==> src/sv/sbee_pkg.sv <==
// Shared types, codes and character helpers for the string-build escape expander.
// Used by sbee_decode, sbee_result_buf and string_build_escape_expander.
package sbee_pkg;

    // Configuration register indexes
    localparam logic [1:0] CFG_CARET_LITERAL = 2'd0;
    localparam logic [1:0] CFG_INITIAL_CASE  = 2'd1;
    localparam logic [1:0] CFG_MAX_LENGTH    = 2'd2;

    localparam int unsigned CFG_INDEX_W = 2;
    localparam int unsigned CFG_DATA_W  = 16;

    localparam logic [15:0] MAX_LENGTH_RESET = 16'd1024;

    // Case modes
    localparam logic [1:0] CASE_NONE  = 2'd0;
    localparam logic [1:0] CASE_LOWER = 2'd1;
    localparam logic [1:0] CASE_UPPER = 2'd2;

    // Result kinds
    localparam logic [2:0] KIND_CHAR   = 3'd0;
    localparam logic [2:0] KIND_QTEXT  = 3'd1;
    localparam logic [2:0] KIND_QNUM   = 3'd2;
    localparam logic [2:0] KIND_FSPEC  = 3'd3;
    localparam logic [2:0] KIND_SEARCH = 3'd4;
    localparam logic [2:0] KIND_ERROR  = 3'd5;
    localparam logic [2:0] KIND_END    = 3'd6;

    // Error codes
    localparam logic [1:0] ERR_ILL_STRING = 2'd0;
    localparam logic [1:0] ERR_ILL_CARET  = 2'd1;
    localparam logic [1:0] ERR_TOO_LONG   = 2'd2;
    localparam logic [1:0] ERR_ILL_E      = 2'd3;

    // Characters
    localparam logic [7:0] CH_CARET   = 8'h5E;
    localparam logic [7:0] CH_AT      = 8'h40;
    localparam logic [7:0] CH_US      = 8'h5F;
    localparam logic [7:0] CH_STAR    = 8'h2A;
    localparam logic [7:0] CH_Q_UP    = 8'h51;
    localparam logic [7:0] CH_Q_LOW   = 8'h71;
    localparam logic [7:0] CH_U_UP    = 8'h55;
    localparam logic [7:0] CH_U_LOW   = 8'h75;
    localparam logic [7:0] CTRL_MASK  = 8'h3F;
    localparam logic [7:0] CTRL_E     = 8'h05;
    localparam logic [7:0] CTRL_Q     = 8'h11;
    localparam logic [7:0] CTRL_R     = 8'h12;
    localparam logic [7:0] CTRL_V     = 8'h16;
    localparam logic [7:0] CTRL_W     = 8'h17;

    localparam int unsigned MAX_RESULTS = 3;

    typedef enum logic [2:0] {
        ST_IDLE,
        ST_CARET,
        ST_LIT,
        ST_VW,
        ST_VWCARET,
        ST_E,
        ST_EQ,
        ST_EU
    } prefix_t;

    typedef struct packed {
        logic [7:0] ch;
        logic       final_char;
    } sbee_in_t;

    typedef struct packed {
        logic [2:0]  kind;
        logic [7:0]  value;
        logic [1:0]  err_code;
        logic [15:0] built_length;
        logic        last_result;
    } sbee_res_t;

    typedef struct packed {
        logic        caret_literal;
        logic [1:0]  initial_case;
        logic [15:0] max_length;
    } sbee_cfg_t;

    typedef struct packed {
        prefix_t     prefix;
        logic [1:0]  case_mode;
        logic        vw_is_upper;
        logic [15:0] out_count;
        logic        failed;
        logic        in_string;
    } sbee_state_t;

    function automatic logic [7:0] up_case(input logic [7:0] c);
        return (c >= 8'h61 && c <= 8'h7A) ? c - 8'd32 : c;
    endfunction

    function automatic logic [7:0] low_case(input logic [7:0] c);
        return (c >= 8'h41 && c <= 8'h5A) ? c + 8'd32 : c;
    endfunction

    function automatic sbee_res_t make_res(input logic [2:0] kind, input logic [7:0] value,
                                           input logic [1:0] code, input logic [15:0] len,
                                           input logic last);
        sbee_res_t r;
        r.kind         = kind;
        r.value        = value;
        r.err_code     = code;
        r.built_length = len;
        r.last_result  = last;
        return r;
    endfunction

endpackage

==> src/sv/sbee_decode.sv <==
// Single-pass decode of one character: next per-string state and up to three results.
// Depends on sbee_pkg.
module sbee_decode (
    input  sbee_pkg::sbee_in_t    item,
    input  sbee_pkg::sbee_cfg_t   cfg,
    input  sbee_pkg::sbee_state_t cur,
    output sbee_pkg::sbee_state_t nxt,
    output sbee_pkg::sbee_res_t   res [sbee_pkg::MAX_RESULTS],
    output logic [1:0]            res_count
);

    sbee_pkg::prefix_t   st;
    logic [1:0]          cm;
    logic                vwu;
    logic [15:0]         cnt;
    logic                fl;
    logic [1:0]          n;
    sbee_pkg::sbee_res_t res_arr [sbee_pkg::MAX_RESULTS];

    logic [7:0] ch;
    logic [7:0] up_ch;
    logic [7:0] dec_t;
    logic       caret_ok;
    logic       caret_start;

    logic       do_disp;
    logic [7:0] disp_t;
    logic       do_fvw;
    logic [7:0] fvw_t;
    logic       caret_bad;
    logic       ins_v;
    logic [2:0] ins_kind;
    logic       emit_a;
    logic [7:0] a_ch;
    logic       emit_b;

    assign ch          = item.ch;
    assign up_ch       = sbee_pkg::up_case(ch);
    assign caret_ok    = (up_ch >= sbee_pkg::CH_AT) && (up_ch <= sbee_pkg::CH_US);
    assign dec_t       = up_ch & sbee_pkg::CTRL_MASK;
    assign caret_start = (ch == sbee_pkg::CH_CARET) && !cfg.caret_literal;

    always_comb
    begin
        st  = cur.prefix;
        cm  = cur.in_string ? cur.case_mode : cfg.initial_case;
        vwu = cur.vw_is_upper;
        cnt = cur.out_count;
        fl  = cur.failed;
        n   = 2'd0;
        for (int i = 0; i < sbee_pkg::MAX_RESULTS; i++)
        begin
            res_arr[i] = '0;
        end

        do_disp   = 1'b0;
        disp_t    = ch;
        do_fvw    = 1'b0;
        fvw_t     = ch;
        caret_bad = 1'b0;
        ins_v     = 1'b0;
        ins_kind  = sbee_pkg::KIND_QTEXT;
        emit_a    = 1'b0;
        a_ch      = ch;
        emit_b    = 1'b0;

        if (!fl)
        begin
            case (st)
                sbee_pkg::ST_IDLE:
                begin
                    if (caret_start)
                        st = sbee_pkg::ST_CARET;
                    else
                        do_disp = 1'b1;
                end
                sbee_pkg::ST_CARET:
                begin
                    if (caret_ok)
                    begin
                        do_disp = 1'b1;
                        disp_t  = dec_t;
                    end
                    else
                        caret_bad = 1'b1;
                end
                sbee_pkg::ST_LIT:
                begin
                    st     = sbee_pkg::ST_IDLE;
                    emit_a = 1'b1;
                end
                sbee_pkg::ST_VW:
                begin
                    if (caret_start)
                        st = sbee_pkg::ST_VWCARET;
                    else
                        do_fvw = 1'b1;
                end
                sbee_pkg::ST_VWCARET:
                begin
                    if (caret_ok)
                    begin
                        do_fvw = 1'b1;
                        fvw_t  = dec_t;
                    end
                    else
                        caret_bad = 1'b1;
                end
                sbee_pkg::ST_E:
                begin
                    if (ch == sbee_pkg::CH_Q_UP || ch == sbee_pkg::CH_Q_LOW)
                        st = sbee_pkg::ST_EQ;
                    else if (ch == sbee_pkg::CH_U_UP || ch == sbee_pkg::CH_U_LOW)
                        st = sbee_pkg::ST_EU;
                    else
                    begin
                        // unknown ^E construct: emit ^E, then the character
                        st     = sbee_pkg::ST_IDLE;
                        emit_a = 1'b1;
                        a_ch   = sbee_pkg::CTRL_E;
                        emit_b = 1'b1;
                    end
                end
                sbee_pkg::ST_EQ:
                begin
                    st    = sbee_pkg::ST_IDLE;
                    ins_v = 1'b1;
                    if (ch == sbee_pkg::CH_STAR)
                        ins_kind = sbee_pkg::KIND_FSPEC;
                    else if (ch == sbee_pkg::CH_US)
                        ins_kind = sbee_pkg::KIND_SEARCH;
                    else
                        ins_kind = sbee_pkg::KIND_QTEXT;
                end
                sbee_pkg::ST_EU:
                begin
                    st       = sbee_pkg::ST_IDLE;
                    ins_v    = 1'b1;
                    ins_kind = sbee_pkg::KIND_QNUM;
                end
                default:
                    st = sbee_pkg::ST_IDLE;
            endcase
        end

        if (do_disp)
        begin
            st = sbee_pkg::ST_IDLE;
            case (disp_t)
                sbee_pkg::CTRL_Q, sbee_pkg::CTRL_R:
                    st = sbee_pkg::ST_LIT;
                sbee_pkg::CTRL_V:
                begin
                    st  = sbee_pkg::ST_VW;
                    vwu = 1'b0;
                end
                sbee_pkg::CTRL_W:
                begin
                    st  = sbee_pkg::ST_VW;
                    vwu = 1'b1;
                end
                sbee_pkg::CTRL_E:
                    st = sbee_pkg::ST_E;
                default:
                begin
                    emit_a = 1'b1;
                    if (cm == sbee_pkg::CASE_LOWER)
                        a_ch = sbee_pkg::low_case(disp_t);
                    else if (cm == sbee_pkg::CASE_UPPER)
                        a_ch = sbee_pkg::up_case(disp_t);
                    else
                        a_ch = disp_t;
                end
            endcase
        end

        if (do_fvw)
        begin
            st = sbee_pkg::ST_IDLE;
            if (!vwu)
            begin
                if (fvw_t == sbee_pkg::CTRL_V)
                    cm = sbee_pkg::CASE_LOWER;
                else
                begin
                    emit_a = 1'b1;
                    a_ch   = sbee_pkg::low_case(fvw_t);
                end
            end
            else
            begin
                if (fvw_t == sbee_pkg::CTRL_W)
                    cm = sbee_pkg::CASE_UPPER;
                else
                begin
                    emit_a = 1'b1;
                    a_ch   = sbee_pkg::up_case(fvw_t);
                end
            end
        end

        if (caret_bad)
        begin
            res_arr[n] = sbee_pkg::make_res(sbee_pkg::KIND_ERROR, ch,
                                            sbee_pkg::ERR_ILL_CARET, cnt, 1'b0);
            n  = n + 2'd1;
            fl = 1'b1;
            st = sbee_pkg::ST_IDLE;
        end

        if (ins_v)
        begin
            res_arr[n] = sbee_pkg::make_res(ins_kind, ch, sbee_pkg::ERR_ILL_STRING,
                                            cnt, 1'b0);
            n = n + 2'd1;
        end

        if (emit_a)
        begin
            if (cnt >= cfg.max_length)
            begin
                res_arr[n] = sbee_pkg::make_res(sbee_pkg::KIND_ERROR, 8'd0,
                                                sbee_pkg::ERR_TOO_LONG, cnt, 1'b0);
                fl = 1'b1;
                st = sbee_pkg::ST_IDLE;
            end
            else
            begin
                cnt        = cnt + 16'd1;
                res_arr[n] = sbee_pkg::make_res(sbee_pkg::KIND_CHAR, a_ch,
                                                sbee_pkg::ERR_ILL_STRING, cnt, 1'b0);
            end
            n = n + 2'd1;
        end

        if (emit_b && !fl)
        begin
            if (cnt >= cfg.max_length)
            begin
                res_arr[n] = sbee_pkg::make_res(sbee_pkg::KIND_ERROR, 8'd0,
                                                sbee_pkg::ERR_TOO_LONG, cnt, 1'b0);
                fl = 1'b1;
                st = sbee_pkg::ST_IDLE;
            end
            else
            begin
                cnt        = cnt + 16'd1;
                res_arr[n] = sbee_pkg::make_res(sbee_pkg::KIND_CHAR, ch,
                                                sbee_pkg::ERR_ILL_STRING, cnt, 1'b0);
            end
            n = n + 2'd1;
        end

        if (item.final_char)
        begin
            // a construct left open by the last character is truncated
            if (!fl && st != sbee_pkg::ST_IDLE)
            begin
                res_arr[n] = sbee_pkg::make_res(sbee_pkg::KIND_ERROR, 8'd0,
                                                (st == sbee_pkg::ST_E) ? sbee_pkg::ERR_ILL_E
                                                                       : sbee_pkg::ERR_ILL_STRING,
                                                cnt, 1'b0);
                n = n + 2'd1;
            end
            if (n != 2'd3)
            begin
                res_arr[n] = sbee_pkg::make_res(sbee_pkg::KIND_END, 8'd0,
                                                sbee_pkg::ERR_ILL_STRING, cnt, 1'b1);
                n = n + 2'd1;
            end
            nxt.prefix      = sbee_pkg::ST_IDLE;
            nxt.case_mode   = cfg.initial_case;
            nxt.vw_is_upper = 1'b0;
            nxt.out_count   = 16'd0;
            nxt.failed      = 1'b0;
            nxt.in_string   = 1'b0;
        end
        else
        begin
            nxt.prefix      = st;
            nxt.case_mode   = cm;
            nxt.vw_is_upper = vwu;
            nxt.out_count   = cnt;
            nxt.failed      = fl;
            nxt.in_string   = 1'b1;
        end
    end

    assign res       = res_arr;
    assign res_count = n;

endmodule

==> src/sv/sbee_result_buf.sv <==
// Three-entry result buffer that shifts results out one transfer at a time.
// Depends on sbee_pkg.
module sbee_result_buf (
    input  logic                clk,
    input  logic                rst_n,
    input  logic                load,
    input  logic [1:0]          load_count,
    input  sbee_pkg::sbee_res_t load_data [sbee_pkg::MAX_RESULTS],
    output logic                free,
    output logic                res_valid,
    input  logic                res_stall,
    output sbee_pkg::sbee_res_t res_data
);

    sbee_pkg::sbee_res_t ent_reg [sbee_pkg::MAX_RESULTS];
    logic [1:0]          count_reg;
    logic [1:0]          count_next;
    logic                xfer;

    assign res_valid = (count_reg != 2'd0);
    assign res_data  = ent_reg[0];
    assign xfer      = res_valid && !res_stall;
    // can take a new batch when empty or the last entry leaves now
    assign free      = (count_reg == 2'd0) || (count_reg == 2'd1 && !res_stall);

    always_comb
    begin
        if (load)
            count_next = load_count;
        else if (xfer)
            count_next = count_reg - 2'd1;
        else
            count_next = count_reg;
    end

    always_ff @(posedge clk or negedge rst_n)
    begin
        if (!rst_n)
            count_reg <= 2'd0;
        else
            count_reg <= count_next;
    end

    always_ff @(posedge clk)
    begin
        if (load)
            ent_reg <= load_data;
        else if (xfer)
        begin
            ent_reg[0] <= ent_reg[1];
            ent_reg[1] <= ent_reg[2];
        end
    end

endmodule

==> src/sv/string_build_escape_expander.sv <==
// String-build escape expander: one argument character in, expanded results out.
// Channel chr carries {ch, final_char}; channel res carries one result per transfer.
// Configuration is a plain write port: cfg_we, cfg_index (0 caret_literal,
// 1 initial_case, 2 max_length), cfg_data; writes take effect at the next edge.
// A character taken into the input register is decoded and loaded as a batch into
// the result buffer. Throughput: one character per cycle while each character yields
// at most one result and res_stall is low; a character yielding more results (up to
// three) holds the input side until the single output port drains the result buffer.
// Characters that yield no result (prefixes) still pass through the input register.
// A character is held in an input register, decoded in one pass against the
// per-string state and written as a batch into a three-entry result buffer.
// The next character is taken while results wait; chr_stall rises only when
// the held character cannot enter the buffer.
// Reset clears the state, the buffer and the registers to their defaults
// (caret_literal 0, initial_case 0, max_length 1024).
// A stalled receiver holds res_data stable and backs up into chr_stall.
// Depends on sbee_pkg, sbee_decode, sbee_result_buf.
module string_build_escape_expander (
    input  logic                              clk,
    input  logic                              rst_n,
    input  logic                              chr_valid,
    output logic                              chr_stall,
    input  sbee_pkg::sbee_in_t                chr_data,
    output logic                              res_valid,
    input  logic                              res_stall,
    output sbee_pkg::sbee_res_t               res_data,
    input  logic                              cfg_we,
    input  logic [sbee_pkg::CFG_INDEX_W-1:0]  cfg_index,
    input  logic [sbee_pkg::CFG_DATA_W-1:0]   cfg_data
);

    sbee_pkg::sbee_cfg_t   cfg_reg;
    sbee_pkg::sbee_state_t state_reg;
    sbee_pkg::sbee_state_t state_next;
    sbee_pkg::sbee_in_t    hold_reg;
    logic                  hold_valid_reg;
    logic                  hold_valid_next;
    logic                  accept;
    logic                  consume;
    logic                  buf_free;
    sbee_pkg::sbee_res_t   dec_res [sbee_pkg::MAX_RESULTS];
    logic [1:0]            dec_count;

    assign consume   = hold_valid_reg && buf_free;
    assign chr_stall = hold_valid_reg && !buf_free;
    assign accept    = chr_valid && !chr_stall;

    always_comb
    begin
        if (accept)
            hold_valid_next = 1'b1;
        else if (consume)
            hold_valid_next = 1'b0;
        else
            hold_valid_next = hold_valid_reg;
    end

    always_ff @(posedge clk or negedge rst_n)
    begin
        if (!rst_n)
        begin
            hold_valid_reg      <= 1'b0;
            state_reg.prefix    <= sbee_pkg::ST_IDLE;
            state_reg.case_mode <= sbee_pkg::CASE_NONE;
            state_reg.vw_is_upper <= 1'b0;
            state_reg.out_count <= 16'd0;
            state_reg.failed    <= 1'b0;
            state_reg.in_string <= 1'b0;
            cfg_reg.caret_literal <= 1'b0;
            cfg_reg.initial_case  <= sbee_pkg::CASE_NONE;
            cfg_reg.max_length    <= sbee_pkg::MAX_LENGTH_RESET;
        end
        else
        begin
            hold_valid_reg <= hold_valid_next;
            if (consume)
                state_reg <= state_next;
            if (cfg_we)
            begin
                case (cfg_index)
                    sbee_pkg::CFG_CARET_LITERAL: cfg_reg.caret_literal <= cfg_data[0];
                    sbee_pkg::CFG_INITIAL_CASE:  cfg_reg.initial_case  <= cfg_data[1:0];
                    sbee_pkg::CFG_MAX_LENGTH:    cfg_reg.max_length    <= cfg_data[15:0];
                    default: ;
                endcase
            end
        end
    end

    always_ff @(posedge clk)
    begin
        if (accept)
            hold_reg <= chr_data;
    end

    sbee_decode u_decode (
        .item      (hold_reg),
        .cfg       (cfg_reg),
        .cur       (state_reg),
        .nxt       (state_next),
        .res       (dec_res),
        .res_count (dec_count)
    );

    sbee_result_buf u_result_buf (
        .clk        (clk),
        .rst_n      (rst_n),
        .load       (consume),
        .load_count (dec_count),
        .load_data  (dec_res),
        .free       (buf_free),
        .res_valid  (res_valid),
        .res_stall  (res_stall),
        .res_data   (res_data)
    );

endmodule
==> config.mk <==
export PLATFORM = sky130hd
export DESIGN_NAME = string_build_escape_expander
export DESIGN_NICKNAME = d
export VERILOG_FILES = /design/src/sv/sbee_pkg.sv /design/src/sv/sbee_decode.sv /design/src/sv/sbee_result_buf.sv /design/src/sv/string_build_escape_expander.sv
export SDC_FILE = /design/constraint.sdc
export NUM_CORES = 1
export LEC_CHECK = 0
export BUFFER_PORTS_ARGS = -buffer_cell sky130_fd_sc_hd__clkbuf_2
export CORE_UTILIZATION = 30
export DETAILED_ROUTE_END_ITERATION = 7
export PLACE_DENSITY = 0.45
export RECOVER_POWER = 25
export SLEW_MARGIN = 20
export SYNTH_ARGS = -nofsm -noshare
export SYNTH_HDL_FRONTEND = slang
export SYNTH_SLANG_ARGS = --single-unit
==> constraint.sdc <==
create_clock -name clk -period 13.1 [get_ports clk]
set_input_delay 1.31 -clock clk [delete_from_list [all_inputs] [get_ports clk]]
set_output_delay 1.31 -clock clk [all_outputs]
set_load 0.01 [all_outputs]
==> summary.md <==
| Metric | Value |
|---|---|
| Status | complete, but fails checks |
| Failing checks | max-capacitance violations, max-slew violations |
| RSZ-0062 raised after global routing | no |
| Internal power | 1.45 mW |
| Setup crit end kind | flip-flop |
| P_leak | 4.84 nW |
| Core region area | 0.0368 mm^2 |
| Routed wl met3 | 2920 um |
| Max VDD drop | 0.0894 mV |
| Post-synth EDFFs | 98 |
| Post-Syn Area | 0.0112 mm^2 |
| Die area | 0.0383 mm^2 |
| CTS buffer count | 17 |
| Max_cap viols | 2 |
| Final hold vios | 0 |
| Floorplan row count | 70 |
| Vias in the first global route | 9442 |
| Worst Clk Skew | 0.0188 ns |
| Remaining global-route overflow | 0 |
| Pre-antenna DRT Iters | 6 |
| P per Cell Area | 217 mW/mm^2 |
| Hold_buf cts | 0 |
| Most numerous cell in the Yosys netlist | nand2_1 |
| Largest register FFs | 59 |
| Reg power frac | 0.320 |
| Highest Signal Layer | met4 |
| Sw frac | 0.457 |
| CP arrival | 8.24 ns |
| FFs w/ async S/R, synth | 0.319 |
| Worst Hold Class | flip-flop to flip-flop |
| CP Depth | 25 |
| GRT Overall Usage | 0.210 |
| CP max stage cell | or3_1 |
| Top cells by count, synth | nand2_1, nor2_1, edfxtp_1, a21oi_1, o21ai_0 |
| Remaining antenna violation count | 0 |
| Critical path fanouts, max | 26 |
| Worst skew pair latency | 0.45 ns |
| Gpl congestion | 0.933 |
| Synth Instances | 1280 |
| Initial Util | 0.306 |
| Yosys reg bits | 144 |
| Number of post-CTS setup repair buffers | 0 |
| Pins Over Slew Limit | 112 |
| Critical path buffers and inverters | 3 |
| Predominant post-synthesis flop cell | edfxtp_1 |
| R2R Setup Slk | 5.07 ns |
| H-tree depth | 4 |
| NetSw | 1.22 mW |
| Cell taking the most area after synthesis | edfxtp_1 |
| Initial antenna violation count | 0 |
| WL met2 | 16400 um |
| Number of distinct library cells after synthesis | 102 |
| Clk pwr share | 0.195 |
| Syn_nets | 1364 |
| Yosys warnings | 0 |
| DR iter-0 viols | 942 |
| Fill cells | 3913 |
| CP Data Required Time | 13.31 ns |
| Reg2Reg Depth | 25 |
| Port-buffer cells | 63 |
| Via Count | 9921 |
| Clk pin slew, worst setup/hold paths | 0.08 ns |
| Top cell type's share of synthesized area | 0.262 |
| Critical Path Source Type | flip-flop |
| Fin crit period | 8.03 ns |
| TNS Setup | 0 ns |
| RR Endpoint | u_result_buf.ent_reg[10]$_DFFE_PP_ |
| Post-Route WL | 39400 um |
| CTS sink count | 144 |
| Largest net degree at the start of global routing | 65 |
| Hold path endpoint | cfg_reg[9]$_DFFE_PN0P_ |
| Register area share after synthesis | 0.364 |
| Avg WL per Cell | 22.6 um |
| Hold_sp | cfg_reg[9]$_DFFE_PN0P_ |
| Highest cell delay on the worst timing path | 0.79 ns |
| Layout cells sized above 1 | 0.136 |
| PostCTS Resize Cnt | 0 |
| Largest delay contributor family on the critical path | compound AO/OA/AOI/OAI gates |
| Nets | 1350 |
| Die W | 196 um |
| WHS | 0.508 ns |
| Worst flop-to-flop path startpoint | hold_reg[6]$_DFFE_PP_ |
| Ports | 64 |
| Diode count | 0 |
| Slew headroom | -1.43 |
| Clock buffer depth | 2 |
| Final core occ | 0.334 |
| Period Utilization, post-route | 0.613 |
| First-pass GRT wire length | 60600 um |
| FMAX | 125 MHz |
| Avg Cell Area, Syn | 8.78 um^2 |
| CTS tree | yes |
| Vias per Instance | 5.68 |
| # DRC | 0 |
| Worst Tran Pin Value | 3.64 ns |
| WL met1 | 19200 um |
| Setup Crit Path Kind | flip-flop to flip-flop |
| Combinational power share | 0.485 |
| CTS root buffer | clkbuf_16 |
| DP HPWL | 29200 um |
| CP most frequent cell | nor2_1 |
| Final setup fails | 0 |
| Die height | 196 um |
| Synth top area cells | edfxtp_1, dfrtp_1, ha_1 |
| Synth-to-layout area growth | 9.14% |
| Hold depth | 1 |
## layer usage
metal | global-route usage | vias to the layer above
met3 | 0.0453 | 44
met5 | 0 | -
met2 | 0.300 | 362
met4 | 0.0604 | 0
li1 | - | 4700
met1 | 0.314 | 4815
## cell families (layout without fill, tap and decap cells)
| family | count (synthesis) | in the layout | synth area share |
|---|---|---|---|
| and+or+nand+nor | 433 | 433 | 0.188 |
| AOI/OAI and AO/OA | 388 | 388 | 0.236 |
| buffers and inverters | 170 | 169 | 0.0723 |
| DFF | 144 | 144 | 0.364 |
| xor gates and xnor gates | 63 | 63 | 0.0524 |
| adders and majority gates | 52 | 52 | 0.0579 |
| muxes | 30 | 30 | 0.0294 |
## through the flow
step	power [mW]	area, um^2	std cells	setup WS [ns]
after floorplan	1.79	11200	1280	6.31
after CTS	2.67	12300	1747	5.14
after global routing	2.86	12300	1747	4.44
after global placement	2.14	11700	1715	5.40
after detailed placement	2.14	11700	1715	5.16
final	2.67	12300	1747	5.07
## worst max path at each step
stage                           from                               endpoint  slack [ns]
2_1_floorplan              res_stall  u_result_buf.count_reg[0]$_DFFE_PN0P_        6.31
5_1_grt        hold_reg[6]$_DFFE_PP_     u_result_buf.ent_reg[10]$_DFFE_PP_        4.44
6_report       hold_reg[6]$_DFFE_PP_     u_result_buf.ent_reg[10]$_DFFE_PP_        5.07
3_5_place_dp   hold_reg[6]$_DFFE_PP_     u_result_buf.ent_reg[52]$_DFFE_PP_        5.16
4_1_cts        hold_reg[6]$_DFFE_PP_     u_result_buf.ent_reg[52]$_DFFE_PP_        5.14
3_3_place_gp   hold_reg[6]$_DFFE_PP_     u_result_buf.ent_reg[53]$_DFFE_PP_        5.40
## power by group through the flow
stage	Sequential, mW	Clock (mW)	Combinational [mW]
floorplan	0.803	0	0.984
global placement	0.857	0	1.28
detailed placement	0.858	0	1.28
CTS	0.849	0.528	1.29
global route	0.879	0.543	1.43
finish	0.854	0.519	1.29
## worst reg2reg max path, stage by stage (launching register included)
cell and delay [ns]:
edfxtp_1 0.72, inv_1 0.24, ha_1 0.35, nor2_1 0.15, o21ai_1 0.16, o41ai_1 0.60, a32oi_4 0.24, a21o_1 0.24
o21ai_1 0.72, nor2_1 0.14, xnor2_1 0.36, inv_1 0.14, ha_1 0.32, a2111oi_0 0.38, nand2_1 0.08, a21oi_1 0.23
o41ai_2 0.12, buf_4 0.23, a211oi_1 0.40, o21a_1 0.25, nor2_1 0.07, and3_1 0.23, or3_1 0.79, a21oi_1 0.29
o22ai_1 0.10, a41o_1 0.24
## cell usage in the layout (no fill, tap or decap), types with 14 or more instances in the layout
cell type / n
a21oi_1: 88
a221oi_1: 15
a22o_1: 14
and3_1: 16
clkbuf_16: 17
clkbuf_2: 60
dfrtp_1: 45
edfxtp_1: 98
ha_1: 52
inv_1: 56
mux2_2: 24
nand2_1: 154
nand3_1: 41
nor2_1: 104
nor3_1: 27
o211ai_1: 22
o21ai_0: 86
o22ai_1: 25
xnor2_1: 47
## layout make-up
type / instances / area (um^2) / share of cell area
Inverter: 60 / 226 / 0.0185
Clock buffer: 18 / 429 / 0.0350
Timing Repair Buffer: 77 / 409 / 0.0333
Tap cell: 468 / 586 / 0.0477
Sequential cell: 144 / 4100 / 0.334
Multi-Input combinational cell: 966 / 6370 / 0.519
Clock inverter: 14 / 156 / 0.0127
Note: power is estimated with default switching activity, not from simulation.
